==> src/hdl/sha_pkg.sv <==
// Package for the SHA-256 nonce search core: constants, types and round functions.
// Depends on nothing; used by every module in hdl.
package sha_pkg;

  localparam int unsigned RegIdxW = 1;
  localparam logic [RegIdxW-1:0] RegSalt = 1'b0;
  localparam logic [RegIdxW-1:0] RegDiff = 1'b1;
  localparam int unsigned CfgW = 32;
  localparam int unsigned DiffW = 6;
  localparam logic [DiffW-1:0] DiffReset = 6'd16;
  localparam int unsigned Rounds = 64;

  typedef logic [31:0] word_t;
  typedef word_t [7:0] state_t;
  typedef word_t [15:0] sched_t;

  localparam word_t [63:0] RoundK = '{
    32'hc67178f2, 32'hbef9a3f7, 32'ha4506ceb, 32'h90befffa,
    32'h8cc70208, 32'h84c87814, 32'h78a5636f, 32'h748f82ee,
    32'h682e6ff3, 32'h5b9cca4f, 32'h4ed8aa4a, 32'h391c0cb3,
    32'h34b0bcb5, 32'h2748774c, 32'h1e376c08, 32'h19a4c116,
    32'h106aa070, 32'hf40e3585, 32'hd6990624, 32'hd192e819,
    32'hc76c51a3, 32'hc24b8b70, 32'ha81a664b, 32'ha2bfe8a1,
    32'h92722c85, 32'h81c2c92e, 32'h766a0abb, 32'h650a7354,
    32'h53380d13, 32'h4d2c6dfc, 32'h2e1b2138, 32'h27b70a85,
    32'h14292967, 32'h06ca6351, 32'hd5a79147, 32'hc6e00bf3,
    32'hbf597fc7, 32'hb00327c8, 32'ha831c66d, 32'h983e5152,
    32'h76f988da, 32'h5cb0a9dc, 32'h4a7484aa, 32'h2de92c6f,
    32'h240ca1cc, 32'h0fc19dc6, 32'hefbe4786, 32'he49b69c1,
    32'hc19bf174, 32'h9bdc06a7, 32'h80deb1fe, 32'h72be5d74,
    32'h550c7dc3, 32'h243185be, 32'h12835b01, 32'hd807aa98,
    32'hab1c5ed5, 32'h923f82a4, 32'h59f111f1, 32'h3956c25b,
    32'he9b5dba5, 32'hb5c0fbcf, 32'h71374491, 32'h428a2f98};

  localparam state_t InitH = '{
    32'h5be0cd19, 32'h1f83d9ab, 32'h9b05688c, 32'h510e527f,
    32'ha54ff53a, 32'h3c6ef372, 32'hbb67ae85, 32'h6a09e667};

  localparam word_t PadWord = 32'h80000000;
  localparam word_t LenWord = 32'd64;

  function automatic word_t swap32(input word_t x);
    return {x[7:0], x[15:8], x[23:16], x[31:24]};
  endfunction

  function automatic word_t rotr(input word_t x, input int unsigned n);
    return (x >> n) | (x << (32 - n));
  endfunction

  // One compression round; v[0] is a, v[7] is h.
  function automatic state_t round_f(input state_t v, input word_t k, input word_t w);
    word_t t1, t2;
    state_t r;
    t1 = v[7] + (rotr(v[4], 6) ^ rotr(v[4], 11) ^ rotr(v[4], 25))
       + ((v[4] & v[5]) ^ (~v[4] & v[6])) + k + w;
    t2 = (rotr(v[0], 2) ^ rotr(v[0], 13) ^ rotr(v[0], 22))
       + ((v[0] & v[1]) ^ (v[0] & v[2]) ^ (v[1] & v[2]));
    r[7] = v[6]; r[6] = v[5]; r[5] = v[4]; r[4] = v[3] + t1;
    r[3] = v[2]; r[2] = v[1]; r[1] = v[0]; r[0] = t1 + t2;
    return r;
  endfunction

  // Shift the 16-word schedule window by one, appending the next word.
  function automatic sched_t sched_f(input sched_t w);
    word_t s0, s1;
    sched_t r;
    s0 = rotr(w[1], 7) ^ rotr(w[1], 18) ^ (w[1] >> 3);
    s1 = rotr(w[14], 17) ^ rotr(w[14], 19) ^ (w[14] >> 10);
    for (int i = 0; i < 15; i++) r[i] = w[i+1];
    r[15] = s1 + w[9] + s0 + w[0];
    return r;
  endfunction

endpackage

==> src/hdl/sha_merge.sv <==
// Picks the lowest lane whose digest meets the difficulty and registers the word.
// Depends on sha_pkg.
module sha_merge #(
  parameter int unsigned LANES = 4
) (
  input  logic            clk_i,
  input  logic            en_i,
  input  logic [sha_pkg::DiffW-1:0] diff_i,
  input  sha_pkg::word_t  base_i,
  input  sha_pkg::state_t digest_i [LANES],
  output logic            found_o,
  output sha_pkg::word_t  nonce_o,
  output sha_pkg::state_t digest_o
);

  logic            found_d;
  sha_pkg::word_t  nonce_d;
  sha_pkg::state_t digest_d;
  sha_pkg::word_t  mask;

  // Mask of the top bits that must be zero; 32 or more means the whole word.
  always_comb begin
    if (diff_i >= 6'd32) mask = '1;
    else mask = ~({32{1'b1}} >> diff_i[4:0]);
  end

  always_comb begin
    found_d = 1'b0;
    nonce_d = '0;
    digest_d = '0;
    for (int l = LANES - 1; l >= 0; l--) begin
      if ((digest_i[l][0] & mask) == '0) begin
        found_d = 1'b1;
        nonce_d = base_i + 32'(l);
        digest_d = digest_i[l];
      end
    end
  end

  always_ff @(posedge clk_i) begin
    if (en_i) begin
      found_o <= found_d;
      nonce_o <= nonce_d;
      digest_o <= digest_d;
    end
  end

endmodule

==> config.mk <==
export PLATFORM = sky130hd
export DESIGN_NAME = sha_merge
export DESIGN_NICKNAME = d
export VERILOG_FILES = /design/src/hdl/sha_pkg.sv /design/src/hdl/sha_merge.sv
export SDC_FILE = /design/constraint.sdc
export NUM_CORES = 1
export LEC_CHECK = 0
export CORE_AREA = 2 2 529 531
export DETAILED_ROUTE_END_ITERATION = 8
export DIE_AREA = 0 0 531 533
export DONT_BUFFER_PORTS = 1
export GPL_TIMING_DRIVEN = 0
export PLACE_DENSITY = 0.3
export SLEW_MARGIN = 20
export SYNTH_ARGS = -nofsm -noshare
export SYNTH_HDL_FRONTEND = slang
export SYNTH_SLANG_ARGS = --single-unit
export TNS_END_PERCENT = 10
==> constraint.sdc <==
create_clock -name clk_i -period 9.05 [get_ports clk_i]
set_input_delay 2.715 -clock clk_i [delete_from_list [all_inputs] [get_ports clk_i]]
set_output_delay 2.715 -clock clk_i [all_outputs]
set_load 0.02 [all_outputs]
; ---- Word level (Yosys, flattened, before mapping)
; Cells that the tools add are included.
[classes]
add_sub_neg = 3
n_lt_le_gt_ge = 1
n_shift = 1
muxes = 10
n_bitwise = 5
n_reduce_logical = 5
[ops]
columns = op, count
row1 = two-way mux 256 bit, 4
row2 = two-way mux 32 bit, 5
row3 = bitwise AND 32 bit, 4
row4 = zero test 32 bit, 4
row5 = adder 32 x 2 -> 32 bit (second input constant), 2
row6 = adder 32 x 1 -> 32 bit (second input constant), 1
row7 = inverter 32 bit, 1
row8 = >> shifter 32 x 5 -> 32 bit (first input constant), 1
row9 = >= comparator 6 bit (second input constant), 1
row10 = OR reduction 3 bit, 1
row11 = two-way mux 1 bit, 1
[totals]
ff_bits = 289
wordCells = 35

; ---- Longest topological paths before layout
; Gate-level depths: netlist of run 1.
[depth]
ltp_word = 9
depth_mapped = 15
mapped_depth_nobuf = 10

; ---- Worst setup path after synthesis of run 1
; OpenSTA, ideal clock, no wires.
[synth_timing]
kind = input -> register
startpoint = input diff_i[1] (netlist name)
endpoint = register digest_o[11] (netlist name), data pin
setup_ps = 269
t_arrival_ps = 5054
t_required_ps = 8781
setup_slack_ps = 3727
stages = 13
n_path_buf = 5
cell_sequence = buf_2 -> buf_6 -> buf_6 -> o211a_1 -> o21ai_1 -> nand4_1 -> a2111oi_4 -> and2_4 -> buf_6 -> nor2_2 -> buf_2 -> a221oi_1 -> o22ai_1
[synth_lines]
columns = item, line_no
row1 = "start, declared", sha_merge.sv:8  ; input logic [sha_pkg::DiffW-1:0] diff_i,
row2 = "end signal, assigned", sha_merge.sv:44  ; digest_o <= digest_d;
row3 = "end, declared", sha_merge.sv:13  ; output sha_pkg::state_t digest_o

==> flow_metrics.tcl, run 1 <==
set metrics [dict create \
    synth.distinct_cells 78 \
    vdd.ir_drop.worst_v 0.0001445 \
    first_global_vias 19920 \
    synth_top_area_cell "edfxtp_1" \
    period_share 0.7732 \
    die_height_um 533 \
    nets 3021 \
    rsz0062_at_grt "false" \
    cts_hold_buf 0 \
    root_buffer "clkbuf_16" \
    cts_buffer_depth 3 \
    finalCriticalPeriod_ns 6.997 \
    endpoint_kind "flip-flop" \
    setup_viol 0 \
    cp_max_fo 10 \
    ys_top_cells_by_count "a22oi_1, edfxtp_1, o21ai_1, o21ai_0, buf_2" \
    startpoint_type "input port" \
    final-hold-violation-count 0 \
    async_flop_share 0 \
    cts-resized-gates 0 \
    maxCapViolations 0 \
    vias 21030 \
    numCtsBuffers 46 \
    synth_ff_type "edfxtp_1" \
    dr.pass1.iters 6 \
    grtUsageTotal 0.1526 \
    placement.io_buffers 0 \
    htreeDepth 2 \
    wl_per_cell_um 39.27 \
    grt_start_max_net_pins 290 \
    place_congestion 1.026 \
    postSynthCellCount 1893 \
    synth.most_common_cell "a22oi_1" \
    cp_data_arrival_time_ns 7.43 \
    dp_cells 5627 \
    ys_seq_area_frac 0.4672 \
    cts_tree "done" \
    syn-mean-instance-area_um2 9.813 \
    fin_cells 5799 \
    worst_pin_slew_ns 1.358 \
    hold_path_end "digest_o[3]" \
    post-route-util 0.09050 \
    ys_ff_latch 289 \
    drcViolationCount 0 \
    final_antenna_net_count 0 \
    grt_pass1_wl_um 268900 \
    p_per_area_nw_per_um2 150.8 \
    post_cts_buffers 0 \
    drv_slew 0 \
    relSlewSlack 0.09450 \
    timing.final.ws_setup_ns 2.053 \
    min_path_type "in -> reg" \
    routed_wl_um 227700 \
    vias_per_cell 3.626 \
    synth_top_area_share 0.4672 \
    clock_sinks 289 \
    status "finished, final reports clean" \
    start_util 0.06683 \
    drt_iter0_markers 2595 \
    p_leak_nw 6.419 \
    syn-num-nets 2961 \
    max_freq_ghz 0.1429 \
    antenna_found_initial 156 \
    drive_gt1_frac 0.1239 \
    die-area_um2 283000 \
    yosys_warnings 0 \
    path_class "in -> reg" \
    rows 194 \
    io_pins 1353 \
    path_clk_slew_ns 0.06 \
    pre_cts_ws_ns 0.6530 \
    min-delay-start "en_i" \
    synth-edff-count 289 \
    overflow 0 \
    syn-cell-area_um2 18580 \
    worstHoldPathCells 0 \
    die_w_um 531 \
    synth_area_leaders "edfxtp_1, a22oi_1, o21ai_1" \
    dp_hpwl_um 195800 \
    required_ns 9.49 \
    area_growth_pct 35.40 \
    core_um2 277900 \
]
==> area by class of cell <==
class	instances	area, um2
fillers	32430	252800
clock inverters	28	309.0
diodes	89	222.7
repair buffers	12	182.7
well taps	3724	4659
clock buffers	53	1177
multi-input cells	1383	8815
flip-flops and latches	289	8678
inverters	10	37.54
plain buffers	211	1070
==> registers in the layout, summed over array words and instances (netlist names) <==
register,flops
nonce_o,32
digest_o,256
found_o,1
==> metrics by stage <==
stage | hold WS [ns] | instance area (um2) | power [W] | TNS (ns)
5_1_grt | 2.084 | 25050 | 0.003908 | 0
3_3_place_gp | 2.856 | 23230 | 0.001907 | -0.02338
6_report | 2.147 | 25150 | 0.003793 | 0
4_1_cts | 2.069 | 24910 | 0.003873 | 0
3_5_place_dp | 2.869 | 23420 | 0.001902 | 0
2_1_floorplan | 2.828 | 18580 | 0.001759 | 0
==> layout by cell type (no fill, tap or decap), types with 43 or more instances in the layout <==
master | Yosys | layout
edfxtp_1 | 289 | 289
nand3_1 | 47 | 47
clkbuf_1 | 75 | 76
a22oi_1 | 454 | 453
diode_2 | 0 | 89
o21ai_0 | 115 | 115
nand2_1 | 91 | 91
a21oi_1 | 43 | 43
clkbuf_16 | 0 | 46
o21ai_1 | 257 | 257
nor2_1 | 61 | 61
buf_2 | 102 | 102
==> cell families after synthesis <==
group	share of synthesized area
AO/OA/AOI/OAI	0.3724
XOR/XNOR	0.008959
adder cells (fa/ha/maj)	0.004311
buffers and inverters	0.05921
flip-flops	0.4672
multiplexers	0.001078
AND/OR/NAND/NOR	0.08689
==> routing by layer <==
metal  up-vias  GRT usage  routed length, um  part of all wire
met5         -          0                402            0.0018
met4        56    0.08336              13180             0.058
met3       445    0.07579              29000              0.13
met2      1948     0.2434             103700              0.46
met1     10580     0.1641              81460              0.36
li1       8002          -                  -                 -
==> worst max-delay path by stage <==
stage / start / endpoint / slack [ns] / cells past startpoint
global placement: diff_i[4] / digest_o[198] / -0.02 / 12
detailed placement: diff_i[3] / digest_o[56] / 0.65 / 10
floorplan: diff_i[1] / digest_o[11] / 3.73 / 13
CTS: diff_i[3] / digest_o[56] / 1.43 / 10
global route: diff_i[3] / digest_o[57] / 1.85 / 11
finish: diff_i[4] / digest_o[197] / 2.05 / 13
==> report_power, final <==
part | switching [W] | internal [W]
Combinational | 0.0000911 | 0.0000438
Clock | 0.000837 | 0.00108
Sequential | 0.000198 | 0.00155
==> worst max-delay path, cell delays in order <==
cell and delay [ns]:
or2_1 0.20, clkbuf_1 0.31, clkbuf_1 0.42, o21ai_0 0.49
nand3_1 0.20, a221oi_1 0.30, o2111ai_2 0.33, nor4_4 0.47
buf_8 0.22, buf_2 0.47, buf_2 0.72, a22oi_1 0.18
o21ai_1 0.35
(Power assumes the default switching activity.)
==> run 2: changes to the inputs <==
--- a/config.mk
+++ b/config.mk
@@ -5,9 +5,10 @@
 export SDC_FILE = /design/constraint.sdc
 export NUM_CORES = 1
 export LEC_CHECK = 0
-export CORE_AREA = 2 2 529 531
+export ABC_AREA = 1
+export CORE_AREA = 2 2 534 536
 export DETAILED_ROUTE_END_ITERATION = 8
-export DIE_AREA = 0 0 531 533
+export DIE_AREA = 0 0 536 538
 export DONT_BUFFER_PORTS = 1
 export GPL_TIMING_DRIVEN = 0
 export PLACE_DENSITY = 0.3
==> constraint.sdc (replaced) <==
create_clock -name clk_i -period 6.6 [get_ports clk_i]
set_input_delay 1.98 -clock clk_i [delete_from_list [all_inputs] [get_ports clk_i]]
set_output_delay 1.98 -clock clk_i [all_outputs]
set_load 0.02 [all_outputs]
==> flow_metrics.tcl, run 2 <==
set metrics [dict create \
    status "complete, but fails checks" \
    violations "max-slew violations" \
    final_cell_area_um2 27850 \
    cts_tree "done" \
    power_switching_w 0.001574 \
    clkPwrFrac 0.531 \
    p_leak_nw 10.76 \
    synth_top_area_share 0.4077 \
    p_per_area_nw_per_um2 196.2 \
    routed_wl_um 241600 \
    post_cts_buffers 0 \
    placement.io_buffers 0 \
    rows 196 \
    pwr-share-comb 0.033 \
    rsz0062_at_grt "false" \
    path_class "in -> reg" \
    first_global_vias 23690 \
    wl_per_cell_um 34.03 \
    crit_top_cell "nand2_1" \
    synth_area_leaders "edfxtp_1, nand2_1, nand3_1" \
    relSlewSlack -0.002896 \
    yosys_warnings 0 \
    final_cell_mix "nand2_1, nand3_1, edfxtp_1" \
    startpoint_type "input port" \
    max_freq_ghz 0.1706 \
    die_height_um 538 \
    overflow 0 \
    setup_viol 0 \
    swShare 0.2880 \
    cts_buffer_depth 3 \
    die_w_um 536 \
    clock_sinks 289 \
    maxCapViolations 0 \
    grt_pass1_wl_um 290000 \
    vias 24540 \
    cts-resized-gates 0 \
    final_antenna_net_count 0 \
    dp_hpwl_um 209300 \
    antenna_found_initial 145 \
    nets 4318 \
    drive_gt1_frac 0.07447 \
    postSynthCellCount 3198 \
    cts_hold_buf 0 \
    final.setup.tns_ns 0 \
    finalCriticalPeriod_ns 5.860 \
    period_share 0.8879 \
    drv_slew 8 \
    vdd.ir_drop.worst_v 0.0001809 \
    min_path_type "in -> reg" \
    worst_path_max_delay_cell "buf_2" \
    top_regs "digest_o (256), nonce_o (32), found_o (1)" \
    numCtsBuffers 48 \
    syn-mean-instance-area_um2 6.656 \
    die-area_um2 288400 \
    htreeDepth 2 \
    ys_top_cells_by_count "nand2_1, nand3_1, edfxtp_1, nor2_1, buf_2" \
    largest_reg_flops 256 \
    cpLargestDelayFamily "buffers and inverters" \
    cp_data_arrival_time_ns 6.39 \
    async_flop_share 0 \
    postPlaceCellArea_um2 26040 \
    post-route-util 0.09833 \
    synth.distinct_cells 30 \
    final-hold-violation-count 0 \
    grt_start_max_net_pins 290 \
    start_util 0.07515 \
    syn-num-nets 4266 \
    ys_ff_latch 289 \
    path_clk_slew_ns 0.06 \
    max_stage_delay_ns 0.70 \
    dr.pass1.iters 8 \
    core_um2 283200 \
    synth.most_common_cell "nand2_1" \
    root_buffer "clkbuf_16" \
    cp_max_fo 10 \
    io_pins 1353 \
    top_register "digest_o" \
    synth_ff_type "edfxtp_1" \
    place_congestion 0.9092 \
    internal-power_w 0.003891 \
    worst_pin_slew_ns 1.504 \
    syn-cell-area_um2 21290 \
    cp_num_buf_inv 6 \
    seq_power_share 0.436 \
    area_growth_pct 30.85 \
    drcViolationCount 0 \
    endpoint_kind "flip-flop" \
    ys_seq_area_frac 0.4077 \
    final_common_cell "nand2_1" \
    drt_iter0_markers 2067 \
    required_ns 7.13 \
    synth-edff-count 289 \
    vias_per_cell 3.457 \
    grtUsageTotal 0.1590 \
    synth_top_area_cell "edfxtp_1" \
    worstPathCellList "buf_2, clkinv_1, nand2_1, nor2_1, inv_1, nand2_1, nand2_1, nor2_1, nand2_1, nor2_1, nand2_2, inv_2, buf_2, buf_2, nand2_1, nand2_1, nand2_1, nand3_1" \
    whs_ns 1.420 \
]
[run 2: changes by cell type after synthesis, moves of 48 or more]
cell | before | now
inv_1 | 10 | 103
o21ai_0 | 115 | 65
xor2_1 | 13 | 61
a22oi_1 | 454 | 0
nand2_1 | 91 | 1632
o21ai_1 | 257 | 3
nand3_1 | 47 | 600
nor2_1 | 61 | 139
[run 2: final cells by class]
type	count	area [um2]
Buffer	215	1084
Clock buffer	55	1249
Tap cell	3762	4707
Inverter	114	427.9
Fill cell	33330	255400
Antenna cell	47	117.6
Clock inverter	35	446.7
Multi-Input combinational cell	2580	11100
Timing Repair Buffer	2	40.04
Sequential cell	289	8678
[run 2: final timing paths]
path,startpoint,to,cells after the start
max,diff_i[2],digest_o[152],18
min,en_i,digest_o[83],0
[run 2: logic make-up after synthesis]
| group | after synthesis | share of synthesized area |
|---|---|---|
| flip-flops | 289 | 0.4077 |
| AND/OR/NAND/NOR | 2401 | 0.4633 |
| XOR/XNOR | 79 | 0.03251 |
| adder cells (fa/ha/maj) | 4 | 0.002351 |
| AO/OA/AOI/OAI | 96 | 0.02345 |
| buffers and inverters | 329 | 0.07072 |
[run 2: routing by layer]
layer | global-route usage | vias to the layer above | part of all wire
met3 | 0.07367 | 357 | 0.12
met5 | 0 | - | 0.0024
met4 | 0.04660 | 88 | 0.030
li1 | - | 10530 | -
met1 | 0.1812 | 12000 | 0.39
met2 | 0.2638 | 1572 | 0.47
[run 2: per-stage QoR]
step	power [W]	setup WS [ns]	cells
after floorplan	0.002419	2.629	3198
after CTS	0.005628	0.3555	7052
after global placement	0.002607	-0.6539	6960
after global routing	0.005670	0.3622	7077
final	0.005465	0.7396	7099
after detailed placement	0.002601	-0.4126	6962
[run 2: power groups by stage]
| stage | combinational (W) | clock, W | sequential (W) |
|---|---|---|---|
| 3_3_place_gp | 0.000170 | 0 | 0.00244 |
| 3_5_place_dp | 0.000178 | 0 | 0.00242 |
| 4_1_cts | 0.000179 | 0.00306 | 0.00239 |
| 5_1_grt | 0.000200 | 0.00308 | 0.00239 |
| 2_1_floorplan | 0.000122 | 0 | 0.00230 |
| 6_report | 0.000178 | 0.00290 | 0.00238 |
